`src/rtl/bitmap_block_allocator_assert.svh`:
```
// ----------------------------------------------------------------------------
// Bitmap block allocator assertion macros
// Shared property shapes; expect clk and rst_n in scope.
// ----------------------------------------------------------------------------
`ifndef BITMAP_BLOCK_ALLOCATOR_ASSERT_SVH
`define BITMAP_BLOCK_ALLOCATOR_ASSERT_SVH

// same-cycle implication
`define BBA_ASSERT_NOW(lbl, ante, cons, msg) \
    lbl: assert property (@(posedge clk) disable iff (!rst_n) (ante) |-> (cons)) \
        else $error(msg);

// next-cycle implication
`define BBA_ASSERT_NEXT(lbl, ante, cons, msg) \
    lbl: assert property (@(posedge clk) disable iff (!rst_n) (ante) |=> (cons)) \
        else $error(msg);

`endif

```
`src/rtl/bba_pkg.sv`:
```
// ----------------------------------------------------------------------------
// bba_pkg
// Shared widths, defaults and status codes of the bitmap block allocator.
// ----------------------------------------------------------------------------
package bba_pkg;

    localparam int MAX_BLOCKS_DEF = 4096;
    localparam int WORD_BITS_DEF  = 32;

    localparam int COUNT_W  = 13;
    localparam int INDEX_W  = 12;
    localparam int STATUS_W = 2;

    localparam logic [COUNT_W-1:0] COUNT_RESET = 13'd4096;

    typedef logic [STATUS_W-1:0] status_t;

    localparam status_t ST_OK    = 2'd0;
    localparam status_t ST_FULL  = 2'd1;
    localparam status_t ST_ROOT  = 2'd2;
    localparam status_t ST_RANGE = 2'd3;

endpackage

```
`src/rtl/bitmap_block_allocator.sv`:
```
// Allocate scans the bitmap one word per cycle on the single read port; a free
//   reads its word in S_DIV and clears its bit in S_FWR; refusals go to S_OUT.
// Throughput: one request in flight; the next is taken once its result is in
//   the output register, so an unread result stalls input only behind a second.
// Reset (rst_n, async low): count = 4096, then a clearing pass over the NW
//   bitmap words sets word 0 to 1, the rest 0.
// ----------------------------------------------------------------------------
// bitmap_block_allocator
// First-fit free-block allocator over a used-bit bitmap held in block RAM.
// ----------------------------------------------------------------------------
module bitmap_block_allocator #(
    parameter int MAX_BLOCKS = bba_pkg::MAX_BLOCKS_DEF,
    parameter int WORD_BITS  = bba_pkg::WORD_BITS_DEF
) (
    input  logic        clk,
    input  logic        rst_n,

    input  logic        s_axis_tvalid,
    output logic        s_axis_tready,
    input  logic [15:0] s_axis_tdata,   // [11:0] block_index
    input  logic [0:0]  s_axis_tuser,   // [0] mode

    output logic        m_axis_tvalid,
    input  logic        m_axis_tready,
    output logic [15:0] m_axis_tdata,   // [11:0] result_index
    output logic [1:0]  m_axis_tuser,   // [1:0] status

    input  logic        cfg_valid,
    output logic        cfg_ready,
    input  logic [12:0] cfg_data        // [12:0] block_count
);

    localparam int NW  = (MAX_BLOCKS + WORD_BITS - 1) / WORD_BITS;
    localparam int AW  = (NW > 1) ? $clog2(NW) : 1;
    localparam int BW  = $clog2(WORD_BITS);
    localparam int LW  = $clog2(WORD_BITS + 1);
    localparam int CW  = ($clog2(MAX_BLOCKS + 1) > bba_pkg::COUNT_W) ?
                         $clog2(MAX_BLOCKS + 1) : bba_pkg::COUNT_W;
    localparam int IW  = bba_pkg::INDEX_W;
    // index / WORD_BITS as multiply by reciprocal, exact for IW-bit indices
    localparam int DS  = IW + BW;
    localparam int DM  = (2 ** DS) / WORD_BITS + 1;
    localparam int DMW = $clog2(DM + 1);
    localparam int PW  = IW + DMW;

    localparam logic [2:0] S_CLR  = 3'd0;
    localparam logic [2:0] S_IDLE = 3'd1;
    localparam logic [2:0] S_SCAN = 3'd2;
    localparam logic [2:0] S_DIV  = 3'd3;
    localparam logic [2:0] S_FWR  = 3'd4;
    localparam logic [2:0] S_OUT  = 3'd5;

    logic [2:0]    state_reg, state_next;
    logic [AW-1:0] ptr_reg, ptr_next;
    logic [12:0]   count_reg;
    logic          out_valid_reg, out_valid_next;

    logic [CW-1:0]   base_reg, base_next;
    logic [IW-1:0]   idx_reg, idx_next;
    logic [IW-1:0]   q_reg, q_next;
    logic [BW-1:0]   r_reg, r_next;
    logic            mode_reg, mode_next;
    logic [IW-1:0]   res_index_reg, res_index_next;
    bba_pkg::status_t res_status_reg, res_status_next;
    logic [IW-1:0]   out_index_reg;
    bba_pkg::status_t out_status_reg;

    logic                 mem_we;
    logic [AW-1:0]        mem_waddr;
    logic [WORD_BITS-1:0] mem_wdata;
    logic [AW-1:0]        mem_raddr;
    logic [WORD_BITS-1:0] mem_rdata;

    logic [CW-1:0]   eff;
    logic [CW-1:0]   span;
    logic [LW-1:0]   lim;
    logic            scan_found;
    logic [BW-1:0]   scan_pos;
    logic [CW:0]     base_adv;
    logic [PW-1:0]   prod;
    logic [IW-1:0]   free_base;
    logic            in_xfer;
    logic            out_load;

    assign eff = (CW'(count_reg) > CW'(MAX_BLOCKS)) ? CW'(MAX_BLOCKS) : CW'(count_reg);

    assign s_axis_tready = (state_reg == S_IDLE);
    assign in_xfer       = s_axis_tvalid && s_axis_tready;
    assign cfg_ready     = 1'b1;
    assign out_load      = (state_reg == S_OUT) && (!out_valid_reg || m_axis_tready);

    assign m_axis_tvalid = out_valid_reg;
    assign m_axis_tdata  = {{(16 - IW){1'b0}}, out_index_reg};
    assign m_axis_tuser  = out_status_reg;

    // bits of the current word still below the effective count
    assign span     = eff - base_reg;
    assign lim      = (span >= CW'(WORD_BITS)) ? LW'(WORD_BITS) : LW'(span);
    assign base_adv = {1'b0, base_reg} + (CW + 1)'(WORD_BITS);

    assign prod      = PW'(s_axis_tdata[IW-1:0]) * PW'(DM);
    assign free_base = IW'(q_reg * IW'(WORD_BITS));

    bba_bitmap_ram #(
        .DEPTH     (NW),
        .ADDR_W    (AW),
        .WORD_BITS (WORD_BITS)
    ) u_ram (
        .clk   (clk),
        .we    (mem_we),
        .waddr (mem_waddr),
        .wdata (mem_wdata),
        .raddr (mem_raddr),
        .rdata (mem_rdata)
    );

    bba_word_scan #(
        .WORD_BITS (WORD_BITS),
        .POS_W     (BW),
        .LIM_W     (LW)
    ) u_scan (
        .word  (mem_rdata),
        .lim   (lim),
        .found (scan_found),
        .pos   (scan_pos)
    );

    always_comb
    begin
        state_next      = state_reg;
        ptr_next        = ptr_reg;
        base_next       = base_reg;
        idx_next        = idx_reg;
        q_next          = q_reg;
        r_next          = r_reg;
        mode_next       = mode_reg;
        res_index_next  = res_index_reg;
        res_status_next = res_status_reg;
        out_valid_next  = out_valid_reg;
        mem_we          = 1'b0;
        mem_waddr       = ptr_reg;
        mem_wdata       = '0;
        mem_raddr       = ptr_reg;

        if (out_valid_reg && m_axis_tready)
        begin
            out_valid_next = 1'b0;
        end

        unique case (state_reg)
            S_CLR:
            begin
                mem_we    = 1'b1;
                mem_waddr = ptr_reg;
                mem_wdata = (ptr_reg == '0) ? WORD_BITS'(1) : '0;
                ptr_next  = ptr_reg + AW'(1);
                if (ptr_reg == AW'(NW - 1))
                begin
                    state_next = S_IDLE;
                end
            end
            S_IDLE:
            begin
                mem_raddr = '0;
                if (in_xfer)
                begin
                    mode_next       = s_axis_tuser[0];
                    idx_next        = s_axis_tdata[IW-1:0];
                    q_next          = IW'(prod >> DS);
                    res_index_next  = '0;
                    res_status_next = bba_pkg::ST_OK;
                    base_next       = '0;
                    ptr_next        = '0;
                    if (!s_axis_tuser[0])
                    begin
                        if (eff == '0)
                        begin
                            res_status_next = bba_pkg::ST_FULL;
                            state_next      = S_OUT;
                        end
                        else
                        begin
                            state_next = S_SCAN;
                        end
                    end
                    else if (s_axis_tdata[IW-1:0] == '0)
                    begin
                        res_status_next = bba_pkg::ST_ROOT;
                        state_next      = S_OUT;
                    end
                    else if (CW'(s_axis_tdata[IW-1:0]) >= eff)
                    begin
                        res_status_next = bba_pkg::ST_RANGE;
                        state_next      = S_OUT;
                    end
                    else
                    begin
                        state_next = S_DIV;
                    end
                end
            end
            S_SCAN:
            begin
                // mem_rdata holds word ptr_reg; prefetch the next one
                mem_raddr = ptr_reg + AW'(1);
                if (scan_found)
                begin
                    mem_we          = 1'b1;
                    mem_waddr       = ptr_reg;
                    mem_wdata       = mem_rdata | (WORD_BITS'(1) << scan_pos);
                    res_index_next  = IW'(base_reg + CW'(scan_pos));
                    res_status_next = bba_pkg::ST_OK;
                    state_next      = S_OUT;
                end
                else if (base_adv >= {1'b0, eff})
                begin
                    res_index_next  = '0;
                    res_status_next = bba_pkg::ST_FULL;
                    state_next      = S_OUT;
                end
                else
                begin
                    base_next = CW'(base_adv);
                    ptr_next  = ptr_reg + AW'(1);
                end
            end
            S_DIV:
            begin
                mem_raddr  = AW'(q_reg);
                r_next     = BW'(idx_reg - free_base);
                state_next = S_FWR;
            end
            S_FWR:
            begin
                mem_we          = 1'b1;
                mem_waddr       = AW'(q_reg);
                mem_wdata       = mem_rdata & ~(WORD_BITS'(1) << r_reg);
                res_status_next = bba_pkg::ST_OK;
                state_next      = S_OUT;
            end
            S_OUT:
            begin
                if (out_load)
                begin
                    out_valid_next = 1'b1;
                    state_next     = S_IDLE;
                end
            end
            default:
            begin
                state_next = S_IDLE;
            end
        endcase
    end

    always_ff @(posedge clk or negedge rst_n)
    begin
        if (!rst_n)
        begin
            state_reg     <= S_CLR;
            ptr_reg       <= '0;
            count_reg     <= bba_pkg::COUNT_RESET;
            out_valid_reg <= 1'b0;
        end
        else
        begin
            state_reg     <= state_next;
            ptr_reg       <= ptr_next;
            out_valid_reg <= out_valid_next;
            if (cfg_valid && cfg_ready)
            begin
                count_reg <= cfg_data;
            end
        end
    end

    always_ff @(posedge clk)
    begin
        base_reg       <= base_next;
        idx_reg        <= idx_next;
        q_reg          <= q_next;
        r_reg          <= r_next;
        mode_reg       <= mode_next;
        res_index_reg  <= res_index_next;
        res_status_reg <= res_status_next;
        if (out_load)
        begin
            out_index_reg  <= res_index_reg;
            out_status_reg <= res_status_reg;
        end
    end

`include "bitmap_block_allocator_assert.svh"

    `BBA_ASSERT_NEXT(a_one_in_flight, in_xfer, !s_axis_tready, "second request taken while busy")
    `BBA_ASSERT_NOW(a_scan_in_range, state_reg == S_SCAN, base_reg < eff, "scan word past count")
    `BBA_ASSERT_NOW(a_full_zero, m_axis_tvalid && (m_axis_tuser == bba_pkg::ST_FULL), m_axis_tdata == '0, "full result with nonzero index")
    `BBA_ASSERT_NOW(a_free_not_full, (state_reg == S_OUT) && mode_reg, res_status_reg != bba_pkg::ST_FULL, "free answered as full")

endmodule

```
`src/rtl/bba_bitmap_ram.sv`:
```
// ----------------------------------------------------------------------------
// bba_bitmap_ram
// Simple dual-port bitmap store, one write and one registered read per cycle.
// ----------------------------------------------------------------------------
module bba_bitmap_ram #(
    parameter int DEPTH     = 128,
    parameter int ADDR_W    = 7,
    parameter int WORD_BITS = 32
) (
    input  logic                 clk,
    input  logic                 we,
    input  logic [ADDR_W-1:0]    waddr,
    input  logic [WORD_BITS-1:0] wdata,
    input  logic [ADDR_W-1:0]    raddr,
    output logic [WORD_BITS-1:0] rdata
);

    logic [WORD_BITS-1:0] mem [DEPTH];

    always_ff @(posedge clk)
    begin
        if (we)
        begin
            mem[waddr] <= wdata;
        end
    end

    always_ff @(posedge clk)
    begin
        rdata <= mem[raddr];
    end

endmodule

```
`src/rtl/bba_word_scan.sv`:
```
// ----------------------------------------------------------------------------
// bba_word_scan
// Finds the lowest clear bit of a bitmap word among its lowest lim bits.
// ----------------------------------------------------------------------------
module bba_word_scan #(
    parameter int WORD_BITS = 32,
    parameter int POS_W     = 5,
    parameter int LIM_W     = 6
) (
    input  logic [WORD_BITS-1:0] word,
    input  logic [LIM_W-1:0]     lim,
    output logic                 found,
    output logic [POS_W-1:0]     pos
);

    always_comb
    begin
        found = 1'b0;
        pos   = '0;
        // walk down so the lowest candidate wins
        for (int b = WORD_BITS - 1; b >= 0; b--)
        begin
            if (!word[b] && (LIM_W'(b) < lim))
            begin
                found = 1'b1;
                pos   = POS_W'(b);
            end
        end
    end

endmodule
```
`config.mk`:
```
export PLATFORM = sky130hd
export DESIGN_NAME = bitmap_block_allocator
export DESIGN_NICKNAME = d
export VERILOG_FILES = /design/src/rtl/bba_pkg.sv /design/src/rtl/bitmap_block_allocator.sv /design/src/rtl/bba_bitmap_ram.sv /design/src/rtl/bba_word_scan.sv
export VERILOG_INCLUDE_DIRS = /design/src /design/src/rtl
export SDC_FILE = /design/constraint.sdc
export NUM_CORES = 2
export LEC_CHECK = 0
export BUFFER_PORTS_ARGS = -buffer_cell sky130_fd_sc_hd__buf_2
export CORE_ASPECT_RATIO = 0.9
export CORE_UTILIZATION = 55
export CTS_BUF_LIST = sky130_fd_sc_hd__clkbuf_8
export CTS_CLUSTER_DIAMETER = 120
export DETAILED_ROUTE_END_ITERATION = 12
export GPL_ROUTABILITY_DRIVEN = 0
export HOLD_SLACK_MARGIN = 0.1
export PLACE_DENSITY = 0.71
export SLEW_MARGIN = 5
export SYNTH_ARGS = -nofsm -noshare
export SYNTH_HDL_FRONTEND = slang
export SYNTH_SLANG_ARGS = --single-unit
```
`constraint.sdc`:
```
create_clock -name clk -period 20.2 [get_ports clk]
set_clock_uncertainty 0.2 [all_clocks]
set_input_delay 2.02 -clock clk [delete_from_list [all_inputs] [get_ports clk]]
set_output_delay 2.02 -clock clk [all_outputs]
set_load 0.1 [all_outputs]
```
==> flow_results.xml <==
<?xml version="1.0" encoding="UTF-8"?>
<metrics>
  <group name="outcome">
    <metric name="status" unit="">finished, violations left</metric>
    <metric name="failed_checks" unit="">capacitance limit</metric>
  </group>
  <group name="cts">
    <metric name="cts_buffer_depth" unit="">4</metric>
    <metric name="clock_insertion_delay_worst_skew" unit="ns">1.23</metric>
    <metric name="clock_sinks" unit="">4205</metric>
    <metric name="cts_max_level" unit="">6</metric>
    <metric name="clkSlewWorstSetupHoldPaths" unit="ns">0.06</metric>
    <metric name="cts_setup_buffers" unit="">0</metric>
    <metric name="cts_repair_resize_count" unit="">0</metric>
    <metric name="cts_inserted_buffers" unit="">648</metric>
    <metric name="clock_tree.root_cell" unit="">clkbuf_8</metric>
    <metric name="tritoncts_clock_tree" unit="">done</metric>
    <metric name="cts_stage_hold_buffer_count" unit="">0</metric>
  </group>
  <group name="power_and_ir_drop">
    <metric name="leakage" unit="nW">65.3</metric>
    <metric name="powerDensity" unit="mW/mm^2">152</metric>
    <metric name="total_power" unit="W">0.0285</metric>
    <metric name="vdd_drop_max" unit="mV">0.162</metric>
  </group>
  <group name="job">
    <metric name="maxCapViolations" unit="">3</metric>
  </group>
  <group name="drt">
    <metric name="dr.first_iter.drc_count" unit="">17800</metric>
    <metric name="postRouteAntennaNets" unit="">0</metric>
    <metric name="wirelength" unit="um">479000</metric>
    <metric name="num_vias" unit="">115000</metric>
    <metric name="drc" unit="">0</metric>
    <metric name="post_drt_via_cell_ratio" unit="">6.42</metric>
    <metric name="first_pass_iteration_count_of_the_detailed_router" unit="">9</metric>
    <metric name="drt-wirelength-per-cell" unit="um">26.7</metric>
  </group>
  <group name="critical_path">
    <metric name="worstSetupStartpoint" unit="">count_reg[5]</metric>
    <metric name="r2r_slack" unit="ns">11.39</metric>
    <metric name="critPathArrivalTime" unit="ns">9.45</metric>
    <metric name="timing.rr.end" unit="">u_ram.mem[13][25]</metric>
    <metric name="timing.rr.start" unit="">count_reg[5]</metric>
    <metric name="crit_fanout" unit="">80</metric>
    <metric name="worstPathRequired" unit="ns">20.84</metric>
    <metric name="cp-end-kind" unit="">register</metric>
    <metric name="worstSetupPathType" unit="">reg -&gt; reg</metric>
    <metric name="worst_setup_path_endpoint" unit="">u_ram.mem[13][25]</metric>
    <metric name="nature_of_the_critical_path_startpoint" unit="">register</metric>
    <metric name="r2r_cells" unit="">19</metric>
  </group>
  <group name="die">
    <metric name="floorplan.die.height" unit="um">529</metric>
    <metric name="starting_density_of_the_core" unit="%">55.5</metric>
    <metric name="pin_count" unit="">56</metric>
    <metric name="die_width" unit="um">587</metric>
    <metric name="core" unit="mm^2">0.305</metric>
    <metric name="area_of_the_die" unit="mm^2">0.310</metric>
    <metric name="num_rows" unit="">192</metric>
  </group>
  <group name="min_path">
    <metric name="min_path_type" unit="">reg -&gt; reg</metric>
    <metric name="timing.hold.worst_path_depth" unit="">0</metric>
  </group>
  <group name="timing">
    <metric name="period_minus_slack" unit="ns">8.81</metric>
    <metric name="max_freq" unit="GHz">0.114</metric>
    <metric name="setup_viol_count_final" unit="">0</metric>
    <metric name="tightestPinTransition" unit="ns">1.47</metric>
    <metric name="timing_hold_violations_final" unit="">0</metric>
    <metric name="timing.final.crit_share" unit="%">43.6</metric>
    <metric name="maxSlewHeadroom" unit="%">0.224</metric>
    <metric name="timing.final.max_slew_violations" unit="">0</metric>
    <metric name="sum_neg_setup_slack" unit="ns">0</metric>
    <metric name="grt_setup_unrepaired" unit="">no</metric>
  </group>
  <group name="global_routing">
    <metric name="gr-usage-met2" unit="%">44.6</metric>
    <metric name="grt_use_total" unit="%">30.1</metric>
    <metric name="grt_start_max_net_pins" unit="">190</metric>
    <metric name="grt_pass1_wl" unit="um">694000</metric>
    <metric name="grt_antenna_before_repair" unit="">38</metric>
    <metric name="gr-total-overflow" unit="">0</metric>
    <metric name="layer_with_the_highest_usage" unit="">met2</metric>
    <metric name="grt_util_met1" unit="%">42.0</metric>
    <metric name="grtUsageMet3" unit="%">7.47</metric>
    <metric name="vias_in_the_first_global_route" unit="">109000</metric>
  </group>
  <group name="placement">
    <metric name="placed_cells_incl_taps" unit="">16800</metric>
    <metric name="detailedPlacementHpwl" unit="um">253000</metric>
    <metric name="place.port_buffers" unit="">46</metric>
  </group>
  <group name="logic_synthesis">
    <metric name="synth-seq-area-share" unit="%">74.2</metric>
    <metric name="post_synthesis_mean_instance_area" unit="um^2">12.8</metric>
    <metric name="postSynth.asyncResetShare" unit="%">0.571</metric>
    <metric name="post_synthesis_sequential_element_count" unit="">4205</metric>
    <metric name="netlist_instances" unit="">13300</metric>
    <metric name="ys_warn_count" unit="">0</metric>
    <metric name="synth-edff-count" unit="">4149</metric>
    <metric name="synthesized_area" unit="mm^2">0.170</metric>
    <metric name="ys_dominant_reg_cell" unit="">edfxtp_1</metric>
    <metric name="yosys.cell_types.count" unit="">87</metric>
  </group>
  <group name="cells_and_area">
    <metric name="final_cell_count_no_fill" unit="">17900</metric>
    <metric name="most_common_cell_after_layout_fill_and_taps_aside" unit="">nand2_1</metric>
    <metric name="drive_gt1_share" unit="%">10.4</metric>
    <metric name="syn2layout_area_growth" unit="%">10.4</metric>
    <metric name="commonest_cells_after_routing_fill_and_taps_aside" unit="">nand2_1, edfxtp_1, nand3_1</metric>
    <metric name="flip_flop_count_of_the_largest_register_all_copies_and_words_added" unit="">4096</metric>
    <metric name="post_layout_nets" unit="">13400</metric>
  </group>
</metrics>
[final cells by class]
type	count	area (um^2)
antenna	14	35.0
tap	4074	5100
timing repair buffer	410	3250
inverter	61	229
multi-input combinational	8041	41100
fill	22500	118000
clock inverter	456	2430
clock buffer	665	9150
sequential	4205	126000
[kinds of logic (layout without fill, tap and decap cells)]
kind of cell	after synthesis	count (layout)	share of synthesized area, %
AO/OA/AOI/OAI	1273	1273	6.01
XOR/XNOR	9	9	0.0554
adder cells (fa/ha/maj)	31	31	0.229
buffers and inverters	1037	1592	2.36
flip-flops	4205	4205	74.2
multiplexers	17	17	0.109
other	2	19	0.00443
AND/OR/NAND/NOR	6706	6706	17.0
[cells in the mapped netlist (all sizes together) (11+ instances only)]
cell	n	area [um^2]
a211oi	76	576
a21o	11	82.6
a21oi	98	498
a311oi	705	6170
a31o	34	298
a31oi	144	922
and3	329	2060
buf	133	603
clkbuf	843	3160
dfrtp	23	576
dfxtp	32	641
edfxtp	4149	125000
ha	31	388
inv	58	218
mux2	12	135
nand2	4237	15900
nand3	1813	9070
nor2	60	225
nor2b	14	95.1
nor3	183	951
nor4	14	109
o21ai	49	249
o311ai	64	561
o32ai	28	245
[worst min path at each step]
stage	from	endpoint	slack [ns]
2_1_floorplan	res_status_reg[0]	m_axis_tuser[0]	0.20
3_3_place_gp	res_index_reg[2]	out_index_reg[2]	0.20
3_5_place_dp	res_index_reg[4]	out_index_reg[4]	0.20
4_1_cts	res_index_reg[0]	out_index_reg[0]	0.21
5_1_grt	res_index_reg[3]	out_index_reg[3]	0.22
6_report	res_index_reg[0]	out_index_reg[0]	0.21
[per-stage QoR]
| step | setup slack (ns) | util [%] | cell area (um^2) | hold slack, ns |
|---|---|---|---|---|
| after detailed placement | 11.78 | 57.5 | 175000 | 0.205 |
| after floorplan | 9.06 | - | 170000 | 0.200 |
| after CTS | 11.74 | 61.3 | 187000 | 0.210 |
| after global routing | 11.22 | 61.3 | 187000 | 0.223 |
| final | 11.39 | 61.3 | 187000 | 0.215 |
| after global placement | 12.05 | 57.5 | 175000 | 0.202 |
[where the power goes]
group	internal (W)	switching (W)
clock network	0.00316	0.00331
registers	0.0103	0.000119
logic	0.00297	0.00860
[routing by layer]
| metal | vias up | share of wire [%] |
|---|---|---|
| li1 | 49400 | - |
| met1 | 56300 | 38 |
| met2 | 8171 | 44 |
| met3 | 1174 | 14 |
| met4 | 8 | 4.9 |
| met5 | - | 0.012 |
[worst max-delay path: stages, from the launching register on]
cell       delay [ns]
dfrtp_1          0.39
nor4_1           0.54
nand3_1          0.34
o31ai_1          0.27
nand2_1          0.20
inv_1            0.10
ha_1             0.29
o21ai_0          0.12
nor2_1           0.08
a221oi_2         0.33
xnor2_2          0.27
and4_1           0.89
nand2_1          0.36
a2111oi_4        0.54
nand2_1          0.16
nor2_1           0.21
nand3_1          0.67
o32ai_4          1.11
buf_4            0.50
buf_4            0.81
No activity file was read; power rests on OpenSTA's default activity.
